$ cat src/pcbtm_pkg.sv
// Shared types and constants for the per-core busy time monitor.
// No dependencies; compiled first.
package pcbtm_pkg;

  localparam int CORE_W    = 4;
  localparam int TIME_IN_W = 32;
  localparam int UTIL_W    = 14;

  localparam logic [UTIL_W-1:0] UTIL_FULL = 14'd10000;

  // Event kinds on the input channel
  typedef enum logic [1:0] {
    KIND_ACTIVATE = 2'd0,
    KIND_IDLE     = 2'd1,
    KIND_OTHER    = 2'd2,
    KIND_REPORT   = 2'd3
  } kind_t;

endpackage

$ cat src/pcbtm_in_if.sv
// Trace event channel: valid/ready handshake with event payload.
// Depends on pcbtm_pkg.
interface pcbtm_in_if;
  import pcbtm_pkg::*;

  logic                  valid;
  logic                  ready;
  kind_t                 kind;
  logic [CORE_W-1:0]     core_id;
  logic [TIME_IN_W-1:0]  event_time;

  modport source (output valid, output kind, output core_id, output event_time,
                  input ready);
  modport sink   (input valid, input kind, input core_id, input event_time,
                  output ready);
endinterface

$ cat src/pcbtm_out_if.sv
// Utilization result channel: valid/ready handshake with one result per beat.
// Depends on pcbtm_pkg.
interface pcbtm_out_if;
  import pcbtm_pkg::*;

  logic               valid;
  logic               ready;
  logic [CORE_W-1:0]  out_core;
  logic [UTIL_W-1:0]  utilization;
  logic               has_data;
  logic               zero_span;
  logic               last_of_report;

  modport source (output valid, output out_core, output utilization, output has_data,
                  output zero_span, output last_of_report, input ready);
  modport sink   (input valid, input out_core, input utilization, input has_data,
                  input zero_span, input last_of_report, output ready);
endinterface

$ cat src/pcbtm_ram.sv
// Generic single-write, single-read RAM with registered read data.
// No dependencies.
module pcbtm_ram #(
  parameter int WIDTH = 32,
  parameter int DEPTH = 16
) (
  input  logic                                        clk,
  input  logic                                        we,
  input  logic [((DEPTH > 1) ? $clog2(DEPTH) : 1)-1:0] waddr,
  input  logic [WIDTH-1:0]                            wdata,
  input  logic [((DEPTH > 1) ? $clog2(DEPTH) : 1)-1:0] raddr,
  output logic [WIDTH-1:0]                            rdata
);

  logic [WIDTH-1:0] mem [DEPTH];

  always_ff @(posedge clk) begin
    if (we) begin
      mem[waddr] <= wdata;
    end
    rdata <= mem[raddr];
  end

endmodule

$ cat src/per_core_busy_time_monitor.sv
// Per-core busy time monitor: event table updates and utilization report.
// Depends on pcbtm_pkg, pcbtm_in_if, pcbtm_out_if and pcbtm_ram.
//
//  channel  | dir | payload                                           | beats per item
//  ---------+-----+---------------------------------------------------+------------------
//  events   | in  | kind, core_id, event_time                         | 1
//  results  | out | out_core, utilization, has_data, zero_span, last  | NUM_CORES per report
//
//  Steps: activate and other events finish in the idle state; a zone-closing idle
//  event goes through start read, length subtract and total add; a report walks each
//  core through RAM read, compare, 4 multiply steps, 14 divide steps and output load,
//  or just read, compare and output load if the result saturates or the span is zero.
//  Zone and report arithmetic uses one shared adder/subtractor, which sets the pace.
//  Reset (rst, synchronous) clears open zones, completion flags and the latest
//  time; stored totals read as zero until a core closes its first zone.
//  A stalled results channel holds the sequencer in its output step; the block
//  accepts the next event as soon as the last result of a report is loaded.
module per_core_busy_time_monitor #(
  parameter int NUM_CORES = 16,
  parameter int TIME_BITS = 32
) (
  input  logic              clk,
  input  logic              rst,
  pcbtm_in_if.sink          events,
  pcbtm_out_if.source       results
);
  import pcbtm_pkg::*;

  localparam int CW     = (NUM_CORES > 1) ? $clog2(NUM_CORES) : 1;
  localparam int TB     = TIME_BITS;
  // busy * 10000 stays below 2^(TB+14) because busy < span on this path
  localparam int UW     = TB + UTIL_W;
  localparam int STEP_W = 4;
  localparam logic [STEP_W-1:0] MUL_LAST = STEP_W'(3);            // 10000 = 5^4 * 16
  localparam logic [STEP_W-1:0] DIV_LAST = STEP_W'(UTIL_W - 1);
  localparam logic [CW-1:0]     LAST_CORE = CW'(NUM_CORES - 1);

  typedef enum logic [7:0] {
    ST_IDLE      = 8'b0000_0001,
    ST_CLOSE_LEN = 8'b0000_0010,
    ST_CLOSE_ADD = 8'b0000_0100,
    ST_RPT_RD    = 8'b0000_1000,
    ST_RPT_CMP   = 8'b0001_0000,
    ST_MUL       = 8'b0010_0000,
    ST_DIV       = 8'b0100_0000,
    ST_OUT       = 8'b1000_0000
  } state_t;

  state_t state;

  // Per-core flags in flip-flops; closed_any also marks a valid busy total
  logic [NUM_CORES-1:0] zone_open;
  logic [NUM_CORES-1:0] closed_any;
  logic [TB-1:0]        latest_time;

  // Working registers
  logic [CW-1:0]     addr;
  logic [TB-1:0]     t_reg;
  logic [TB-1:0]     len;
  logic [UW-1:0]     acc;
  logic [TB-1:0]     rem;
  logic [UTIL_W-1:0] quo;
  logic [STEP_W-1:0] step;
  logic [UTIL_W-1:0] util;

  // Result register
  logic              o_valid;
  logic [CORE_W-1:0] o_core;
  logic [UTIL_W-1:0] o_util;
  logic              o_has;
  logic              o_zs;
  logic              o_last;

  // Input decode
  logic          accept;
  logic [CW-1:0] in_addr;
  logic          in_range;
  logic [TB-1:0] t_in;

  assign accept   = events.valid && events.ready;
  assign in_addr  = CW'(events.core_id);
  assign in_range = 32'(events.core_id) < NUM_CORES;
  assign t_in     = TB'(events.event_time);
  assign events.ready = (state == ST_IDLE);

  // RAMs: zone start times and busy totals
  logic          start_we;
  logic          busy_we;
  logic [CW-1:0] raddr;
  logic [TB-1:0] start_rd;
  logic [TB-1:0] busy_rd;
  logic [TB-1:0] busy_cur;
  logic [TB-1:0] busy_wdata;

  assign raddr    = (state == ST_IDLE) ? in_addr : addr;
  assign start_we = accept && (events.kind == KIND_ACTIVATE) && in_range &&
                    !zone_open[in_addr];
  assign busy_we  = (state == ST_CLOSE_ADD);
  assign busy_cur = closed_any[addr] ? busy_rd : '0;

  pcbtm_ram #(.WIDTH(TB), .DEPTH(NUM_CORES)) u_start_ram (
    .clk   (clk),
    .we    (start_we),
    .waddr (in_addr),
    .wdata (t_in),
    .raddr (raddr),
    .rdata (start_rd)
  );

  pcbtm_ram #(.WIDTH(TB), .DEPTH(NUM_CORES)) u_busy_ram (
    .clk   (clk),
    .we    (busy_we),
    .waddr (addr),
    .wdata (busy_wdata),
    .raddr (raddr),
    .rdata (busy_rd)
  );

  // Shared adder/subtractor; carry out on subtract means a >= b
  logic [UW-1:0] alu_a;
  logic [UW-1:0] alu_b;
  logic          alu_sub;
  logic [UW:0]   alu_res;
  logic          alu_carry;
  logic [TB:0]   rem2;

  assign rem2 = {rem, quo[UTIL_W-1]};

  always_comb begin
    alu_a   = '0;
    alu_b   = '0;
    alu_sub = 1'b0;
    case (state)
      ST_CLOSE_LEN: begin
        alu_a   = UW'(t_reg);
        alu_b   = UW'(start_rd);
        alu_sub = 1'b1;
      end
      ST_CLOSE_ADD: begin
        alu_a = UW'(busy_cur);
        alu_b = UW'(len);
      end
      ST_RPT_CMP: begin
        alu_a   = UW'(busy_cur);
        alu_b   = UW'(latest_time);
        alu_sub = 1'b1;
      end
      ST_MUL: begin
        alu_a = acc << 2;
        alu_b = acc;
      end
      ST_DIV: begin
        alu_a   = UW'(rem2);
        alu_b   = UW'(latest_time);
        alu_sub = 1'b1;
      end
      default: begin
        alu_a   = '0;
        alu_b   = '0;
        alu_sub = 1'b0;
      end
    endcase
  end

  assign alu_res   = {1'b0, alu_a} + {1'b0, (alu_sub ? ~alu_b : alu_b)} +
                     {{UW{1'b0}}, alu_sub};
  assign alu_carry = alu_res[UW];

  // Saturate the busy total at the all-ones time value
  assign busy_wdata = alu_res[TB] ? '1 : alu_res[TB-1:0];

  logic out_free;
  assign out_free = !o_valid || results.ready;

  // Sequencer and table state
  always_ff @(posedge clk) begin
    if (rst) begin
      state       <= ST_IDLE;
      zone_open   <= '0;
      closed_any  <= '0;
      latest_time <= '0;
      addr        <= '0;
      step        <= '0;
    end else begin
      case (state)
        ST_IDLE: begin
          if (accept) begin
            if (events.kind == KIND_REPORT) begin
              addr  <= '0;
              state <= ST_RPT_RD;
            end else begin
              if (t_in > latest_time) begin
                latest_time <= t_in;
              end
              if (start_we) begin
                zone_open[in_addr] <= 1'b1;
              end
              if ((events.kind == KIND_IDLE) && in_range && zone_open[in_addr]) begin
                addr  <= in_addr;
                state <= ST_CLOSE_LEN;
              end
            end
          end
        end
        ST_CLOSE_LEN: begin
          state <= ST_CLOSE_ADD;
        end
        ST_CLOSE_ADD: begin
          zone_open[addr]  <= 1'b0;
          closed_any[addr] <= 1'b1;
          state            <= ST_IDLE;
        end
        ST_RPT_RD: begin
          state <= ST_RPT_CMP;
        end
        ST_RPT_CMP: begin
          if ((latest_time == '0) || alu_carry) begin
            state <= ST_OUT;
          end else begin
            step  <= '0;
            state <= ST_MUL;
          end
        end
        ST_MUL: begin
          step <= step + 1'b1;
          if (step == MUL_LAST) begin
            step  <= '0;
            state <= ST_DIV;
          end
        end
        ST_DIV: begin
          step <= step + 1'b1;
          if (step == DIV_LAST) begin
            state <= ST_OUT;
          end
        end
        ST_OUT: begin
          if (out_free) begin
            if (addr == LAST_CORE) begin
              state <= ST_IDLE;
            end else begin
              addr  <= addr + 1'b1;
              state <= ST_RPT_RD;
            end
          end
        end
        default: begin
          state <= ST_IDLE;
        end
      endcase
    end
  end

  // Datapath registers
  always_ff @(posedge clk) begin
    if (accept) begin
      t_reg <= t_in;
    end
    case (state)
      ST_CLOSE_LEN: begin
        // a zone that ends before its start adds nothing
        len <= alu_carry ? alu_res[TB-1:0] : '0;
      end
      ST_RPT_CMP: begin
        acc <= UW'(busy_cur);
        if (latest_time == '0) begin
          util <= '0;
        end else if (alu_carry) begin
          util <= UTIL_FULL;
        end
      end
      ST_MUL: begin
        acc <= alu_res[UW-1:0];
        if (step == MUL_LAST) begin
          // product = final multiply result * 16; seed remainder with its top bits
          rem <= alu_res[TB+9:10];
          quo <= {alu_res[9:0], 4'b0000};
        end
      end
      ST_DIV: begin
        rem <= alu_carry ? alu_res[TB-1:0] : rem2[TB-1:0];
        quo <= {quo[UTIL_W-2:0], alu_carry};
        if (step == DIV_LAST) begin
          util <= {quo[UTIL_W-2:0], alu_carry};
        end
      end
      default: begin
      end
    endcase
  end

  // Result register
  always_ff @(posedge clk) begin
    if (rst) begin
      o_valid <= 1'b0;
    end else if ((state == ST_OUT) && out_free) begin
      o_valid <= 1'b1;
    end else if (results.ready) begin
      o_valid <= 1'b0;
    end
  end

  always_ff @(posedge clk) begin
    if ((state == ST_OUT) && out_free) begin
      o_core <= CORE_W'(addr);
      o_util <= util;
      o_has  <= closed_any[addr];
      o_zs   <= (latest_time == '0);
      o_last <= (addr == LAST_CORE);
    end
  end

  assign results.valid          = o_valid;
  assign results.out_core       = o_core;
  assign results.utilization    = o_util;
  assign results.has_data       = o_has;
  assign results.zero_span      = o_zs;
  assign results.last_of_report = o_last;

  // A report beat starts the per-core walk
  a_report_starts: assert property (@(posedge clk) disable iff (rst)
    (accept && (events.kind == KIND_REPORT)) |=> (state == ST_RPT_RD))
    else $error("report accepted without starting the core walk");

  // Closing a zone clears the open flag and marks the core
  a_close_updates: assert property (@(posedge clk) disable iff (rst)
    (state == ST_CLOSE_ADD) |=> (!zone_open[$past(addr)] && closed_any[$past(addr)]))
    else $error("zone close did not update core flags");

  // The divider never produces more than full scale
  a_util_range: assert property (@(posedge clk) disable iff (rst)
    (state == ST_OUT) |-> (util <= UTIL_FULL))
    else $error("utilization above full scale");

  // The latest time only moves forward
  a_latest_monotonic: assert property (@(posedge clk) disable iff (rst)
    !$past(rst) |-> (latest_time >= $past(latest_time)))
    else $error("latest time decreased");

endmodule
$ cat src/flat_wrapper.sv
// flat-port wrapper written by rule: the top's interface ports become plain ports
module per_core_busy_time_monitor_flat import pcbtm_pkg::*;
#(
  parameter int NUM_CORES = 16,
  parameter int TIME_BITS = 32
)
  (clk, rst, events_valid, events_kind, events_core_id, events_event_time, events_ready, results_valid, results_out_core, results_utilization, results_has_data, results_zero_span, results_last_of_report, results_ready);
  pcbtm_in_if events_i ();
  pcbtm_out_if results_i ();
  input  logic clk;
  input  logic rst;
  input wire logic [$bits(events_i.valid)-1:0] events_valid;
  input wire logic [$bits(events_i.kind)-1:0] events_kind;
  input wire logic [$bits(events_i.core_id)-1:0] events_core_id;
  input wire logic [$bits(events_i.event_time)-1:0] events_event_time;
  output wire logic [$bits(events_i.ready)-1:0] events_ready;
  output wire logic [$bits(results_i.valid)-1:0] results_valid;
  output wire logic [$bits(results_i.out_core)-1:0] results_out_core;
  output wire logic [$bits(results_i.utilization)-1:0] results_utilization;
  output wire logic [$bits(results_i.has_data)-1:0] results_has_data;
  output wire logic [$bits(results_i.zero_span)-1:0] results_zero_span;
  output wire logic [$bits(results_i.last_of_report)-1:0] results_last_of_report;
  input wire logic [$bits(results_i.ready)-1:0] results_ready;
  assign events_i.valid = events_valid;
  assign events_i.kind = events_kind;
  assign events_i.core_id = events_core_id;
  assign events_i.event_time = events_event_time;
  assign events_ready = events_i.ready;
  assign results_valid = results_i.valid;
  assign results_out_core = results_i.out_core;
  assign results_utilization = results_i.utilization;
  assign results_has_data = results_i.has_data;
  assign results_zero_span = results_i.zero_span;
  assign results_last_of_report = results_i.last_of_report;
  assign results_i.ready = results_ready;
  per_core_busy_time_monitor #(.NUM_CORES(NUM_CORES), .TIME_BITS(TIME_BITS)) u_core (.clk(clk), .rst(rst), .events(events_i), .results(results_i));
endmodule
$ cat config.mk
export PLATFORM = sky130hd
export DESIGN_NAME = per_core_busy_time_monitor_flat
export DESIGN_NICKNAME = d
export VERILOG_FILES = /design/src/pcbtm_pkg.sv /design/src/pcbtm_in_if.sv /design/src/pcbtm_out_if.sv /design/src/pcbtm_ram.sv /design/src/per_core_busy_time_monitor.sv /design/src/flat_wrapper.sv
export SDC_FILE = /design/constraint.sdc
export NUM_CORES = 2
export LEC_CHECK = 0
export BUFFER_PORTS_ARGS = -buffer_cell sky130_fd_sc_hd__buf_2
export CAP_MARGIN = 20
export CORE_MARGIN = 8
export CORE_UTILIZATION = 25
export DETAILED_ROUTE_END_ITERATION = 12
export SLEW_MARGIN = 0
export SYNTH_ARGS = -nofsm -noshare
export SYNTH_HDL_FRONTEND = slang
export SYNTH_SLANG_ARGS = --single-unit
$ cat constraint.sdc
create_clock -name clk -period 6.5 [get_ports clk]
set_input_delay 0.65 -clock clk [delete_from_list [all_inputs] [get_ports clk]]
set_output_delay 0.65 -clock clk [all_outputs]
set_load 0.03 [all_outputs]
After elaboration in Yosys (flattened, before gate mapping) --
Memory sizes are Yosys's and may differ from the RTL's. A register that Yosys moved wholly into a read port is not among the register bits. Cells that the tools add are included. W data, S select, Z words.
Storage, ports and cells: latch bits 0, output and inout bits 23, memory bits (read-only) 0, bits in writable memories 1024, register bits after elaboration 272, memories kept 2
Memories:
- u_core.u_busy_ram.mem | depth 16, bits a word 32, rd ports 1, clocked after Yosys merged registers in 1, wr ports 1, RTL line pcbtm_ram.sv:15 | logic [WIDTH-1:0] mem [DEPTH];
- u_core.u_start_ram.mem | depth 16, bits a word 32, rd ports 1, clocked after Yosys merged registers in 1, wr ports 1, RTL line pcbtm_ram.sv:15
Cells by class: shift operators 0, div/mod/pow operators 0, multiplexer cells 53, multipliers 0, $add $sub $neg 4, eq/ne operators 23, $lt $le $gt $ge 5, reductions and logical operators 30, bitwise operators 6
Operators with widths (number):
- $pmux W46 S4 | 2
- $mux W32 | 4
- $pmux W46 S2 | 1
- $pmux W32 S2 | 1
- $mux W14 | 4
- $mux W8 | 7
- $pmux W14 S2 | 2
- $pmux W8 S7 | 1
- $mux W16 | 3
- $add A46 B46 Y47 | 1
- $add A47 B1 Y47 | 1
- $mux W46 | 1
- $not A46 Y46 | 1
- $mux W4 | 9
- $gt A32 B32 Y1 | 1
- $logic_not A32 Y1 | 1
- $or A16 B16 Y16 | 2
- $pmux W16 S2 | 1
- $and A16 B16 Y16 | 1
- $not A16 Y16 | 1
- $pmux W4 S3 | 1
- $reduce_bool A2 Y1 | 6
- $mux W1 | 11
- $lt A4 B5 Y1 const B | 2
- other kinds (33) | 56

Logic depth before layout (Yosys ltp) --
depth in word-level cells 10, gate-level depth with buffers 23, depth with buffers taken out 18

By module --
From an unflattened synthesis, not the netlist that was laid out.
Unflattened totals: cell total of the unflattened synthesis 3332, area, all modules 55612.1 µm²
Modules (own cells, without submodules):
- pcbtm_ram | times used 2, seq. area each 16015.4 µm², cells an instance 838, area each 19835.3 µm²
- per_core_busy_time_monitor | times used 1, seq. area each 7357.1 µm², cells an instance 1656, area each 15941.5 µm²

Worst setup path after synthesis --
OpenSTA, ideal clock, no wires.
kind reg-to-reg, start point register u_core.state[3], end point memory u_core.u_start_ram.mem[0][0] (enable), period minus slack after synthesis 5.435 ns, required time 6.036 ns, arrival time 4.971 ns, cell stages (with the launch flop) 10, path slack 1.065 ns, path through dfxtp_1 nor4_4 and2_1 nand3b_2 inv_4 and2_1 and3b_1 nor2b_1 nand2b_1 nor3_1
Between the ends: word-level cells in the longest chain between the ends 6
RTL lines:
- start, declared | RTL line per_core_busy_time_monitor.sv:49 | state_t state;
- start signal, assigned | RTL line per_core_busy_time_monitor.sv:178 | state <= ST_IDLE;
- start signal, assigned | RTL line per_core_busy_time_monitor.sv:190 | state <= ST_RPT_RD;
- start signal, assigned | RTL line per_core_busy_time_monitor.sv:200 | state <= ST_CLOSE_LEN;
- $eq A8 B1 Y1 | RTL line per_core_busy_time_monitor.sv:84 | assign events.ready = (state == ST_IDLE);
- net events_ready | RTL line flat_wrapper.sv:16 | output wire logic [$bits(events_i.ready)-1:0] events_ready;
- $logic_and A1 B1 Y1 | RTL line per_core_busy_time_monitor.sv:80 | assign accept = events.valid && events.ready;
- net u_core.accept | RTL line per_core_busy_time_monitor.sv:75 | logic accept;
- $logic_and A1 B1 Y1 (2 in series) | RTL line per_core_busy_time_monitor.sv:96 | assign start_we = accept && (events.kind == KIND_ACTIVATE) && in_range &&
- $mux W1 | RTL line pcbtm_ram.sv:18 | if (we) begin
- $mux W1 (not written as such) | RTL line pcbtm_ram.sv:19 | mem[waddr] <= wdata;
- end, declared | RTL line pcbtm_ram.sv:15
The timed path passes the listed nets, and every way through them passes these cells.

Worst setup path in the final report --
start point register u_core.state[0], end point memory u_core.u_busy_ram.mem[6][18] (data pin)
Between the ends: word-level cells in the longest chain between the ends 8
RTL lines:
- $eq A8 B5 Y1 / $eq A8 B7 Y1 (equally long branches) | RTL line per_core_busy_time_monitor.sv:133 | case (state)
- $reduce_or A2 Y1 (no line)
- $pmux W46 S4 | RTL line per_core_busy_time_monitor.sv:133
- $not A46 Y46 | RTL line per_core_busy_time_monitor.sv:165 | assign alu_res = {1'b0, alu_a} + {1'b0, (alu_sub ? ~alu_b : alu_b)} +
- $mux W46 | RTL line per_core_busy_time_monitor.sv:165
- $add A46 B46 Y47 | RTL line per_core_busy_time_monitor.sv:165
- $add A47 B1 Y47 * | RTL line per_core_busy_time_monitor.sv:165
- $mux W32 * | RTL line per_core_busy_time_monitor.sv:170 | assign busy_wdata = alu_res[TB] ? '1 : alu_res[TB-1:0];
- net u_core.busy_wdata[18] | RTL line per_core_busy_time_monitor.sv:93 | logic [TB-1:0] busy_wdata;
- end, declared | RTL line pcbtm_ram.sv:15
Mark *: on every way through the listed nets, which the timed path passes. The rest lies on a longest branch.

==> reports/results.ini <==
[worst_setup_path]
arrival_ns = 6.35
critPathKind = reg -> reg
reg2reg_from = u_core.state[0]
cp-start-kind = flip-flop
path_max_fanout = 34
r2r-end = u_core.u_busy_ram.mem[6][18]
r2r_slack_ns = 0.48
end_kind = flip-flop
reg2reg_depth = 18
crit_required_ns = 6.83

[yosys]
post_synth_num_cell_types = 81
ys_seq_area_frac = 0.698
synth_largest_area_cell = edfxtp_1
synth.net_count = 3640
synthFlopType = edfxtp_1
synth_area_sq_um = 56400
synth_edf_count = 1215
yosys-top-cells-area = edfxtp_1, mux4_2, dfxtp_1
yosysWarnings = 0
postSynth.asyncResetShare = 0
synth_top_area_share = 0.647
avgSynthCellArea_sq_um = 16.1
synth_seq_cells = 1360
synthCells = 3514

[grt]
grt_usage = 0.120
antenna_found_initial = 9
grt_use_met2 = 0.201
grt_use_met3 = 0.0184
grt_pass1_vias = 32128
busiest_layer = met2
grt_pass1_wl_um = 220000
grt_max_degree = 86
use_met1 = 0.160
grt-ovfl-total = 0

[cells_and_area]
register_area_sq_um = 39400
area_delta_synth_final_pct = 15.8
largestRegisters = u_core.u_busy_ram.mem: 512 flops, u_core.u_start_ram.mem: 512 flops, u_core.acc: 46 flops
final_cell_mix = edfxtp_1, nand2_1, mux4_2, o21ai_0, dfxtp_1
layout-drive-gt1-share = 0.191
multi_input_area_sq_um = 16200
fillers = 22309
layout_commonest_cell = edfxtp_1
layout.nets = 3756

[hold_path]
hold_class = in -> reg
min_to = u_core.u_start_ram.mem[12][14]
min_path_cells = 1
min_from = events_event_time[14]

[clock_tree]
clkTransAtPathRegs_ns = 0.06
numCtsBuffers = 137
htreeDepth = 4
cts_sinks = 1360
cts_hold_buf = 0
ctsResizeCount = 0
clock_path_buffers = 3
root_buffer = clkbuf_16
clock_latency_ns = 0.76
cts_tree = yes
cts_setup_buffers = 0

[placement]
dp_hpwl_um = 91600
gp_congestion = 0.878
dp_slack_ns = 0.634
portBuffers = 64

[run_status]
outcome = complete, no violations

[die]
dieArea_sq_um = 241000
io_pins = 65
core_area_sq_um = 225000
fp.dieH_um = 491
die_w_um = 491
start_util = 0.251
num_rows = 174

[timing]
max_clock_freq_ghz = 0.166
rsz0062_at_grt = no
setup_tns_ns = 0
final_hold_viol_count = 0
worst_clock_skew_ns = 0.0280
slew_headroom = 0.275
worst-slew-pin-transition_ns = 1.09
min_period_over_period = 0.926
setup_viol = 0
worst_slack_ns = 0.481
slew_viol_final = 0
final.min_clock_period_ns = 6.02

[pwr]
p_per_area_nw_per_um2 = 324
power.leakage_uw = 0.0215
ir_worst_vdd_mv = 0.257

[detailed_routing]
first_iter_violations = 3384
first_pass_iters = 6
drc_errors = 0
final_antenna_net_count = 0
wl_um = 151000
wire_per_inst_um = 22.4
viasPerCell = 4.75
vias = 31985

[run]
drv_cap = 0

worst max-delay path, cell delays in order (launching register included):
cell and delay (ns):
dfxtp_1 0.38, nor4_4 0.51, nand3_2 0.44, buf_4 0.34, o21ai_0 0.43, o21ai_0 0.23, o211ai_1 0.17, ha_1 0.35
a21oi_1 0.26, inv_1 0.08, a21oi_1 0.16, o31ai_1 0.11, o31a_1 0.36, a41oi_2 0.29, a31oi_1 0.23, a41oi_2 0.35
xor2_4 0.19, buf_12 0.27, nand2_1 0.38
cell type report:
cell class	instances	area share
Timing Repair Buffer	174	0.0204
Tap cell	2992	0.0573
Multi-Input combinational cell	1885	0.247
Sequential cell	1360	0.603
Clock inverter	57	0.00942
Inverter	72	0.00419
Clock buffer	193	0.0585
Antenna cell	2	0.0000766
cell families (layout without fill, tap and decap cells):
family                     count (synthesis)  in the layout  synth area share
DFF                                     1360           1360             0.698
buffers and inverters                    269            496            0.0200
AOI/OAI and AO/OA                        618            618            0.0715
and+or+nand+nor                          827            827            0.0701
adders and majority gates                 84             84            0.0188
xor gates and xnor gates                  42             42           0.00712
other                                      0              2                 0
muxes                                    314            314             0.114
per-layer routing:
layer,up-vias,part of all wire
met2,1025,0.49
met4,2,0.032
met1,16719,0.43
li1,14032,-
met5,-,0.000080
met3,207,0.053
worst max path at each step:
stage	startpoint	to	cells past startpoint	slack [ns]
finish	u_core.state[0]	u_core.u_busy_ram.mem[6][18]	18	0.48
CTS	u_core.state[0]	u_core.u_busy_ram.mem[0][18]	18	0.59
global route	u_core.state[0]	u_core.u_busy_ram.mem[12][16]	18	0.07
floorplan	u_core.state[3]	u_core.u_start_ram.mem[0][0]	9	1.07
global placement	u_core.state[3]	u_core.u_busy_ram.mem[13][16]	20	0.75
detailed placement	u_core.state[3]	u_core.u_busy_ram.mem[5][18]	20	0.63
where the power goes:
group,total (uW),internal (uW),switching (uW)
Combinational,3110,1310,1810
Sequential,10200,9910,312
Clock,7850,4560,3300
through the flow:
step | util | cells | hold WS, ns | instance area, sq um | total power, uW
finish | 0.291 | 6735 | 0.314 | 65400 | 21200
global placement | 0.271 | 6479 | 0.403 | 60800 | 13500
CTS | 0.291 | 6730 | 0.255 | 65300 | 21400
global route | 0.291 | 6734 | 0.294 | 65400 | 21900
detailed placement | 0.271 | 6480 | 0.412 | 60800 | 13600
floorplan | - | 3514 | 0.400 | 56400 | 12400
synthesized netlist by cell type (all sizes together) (28+ instances only):
library cell,number
dfxtp,145
a21o,44
ha,83
a31oi,73
a21oi,107
mux4,265
nand2b,68
nor2,150
buf,67
and2,82
a211oi,86
o21ai,154
a22oi,28
nand3,70
mux2i,48
edfxtp,1215
nand2,326
clkbuf,130
inv,72
Note: power is estimated with default switching activity, not from simulation.
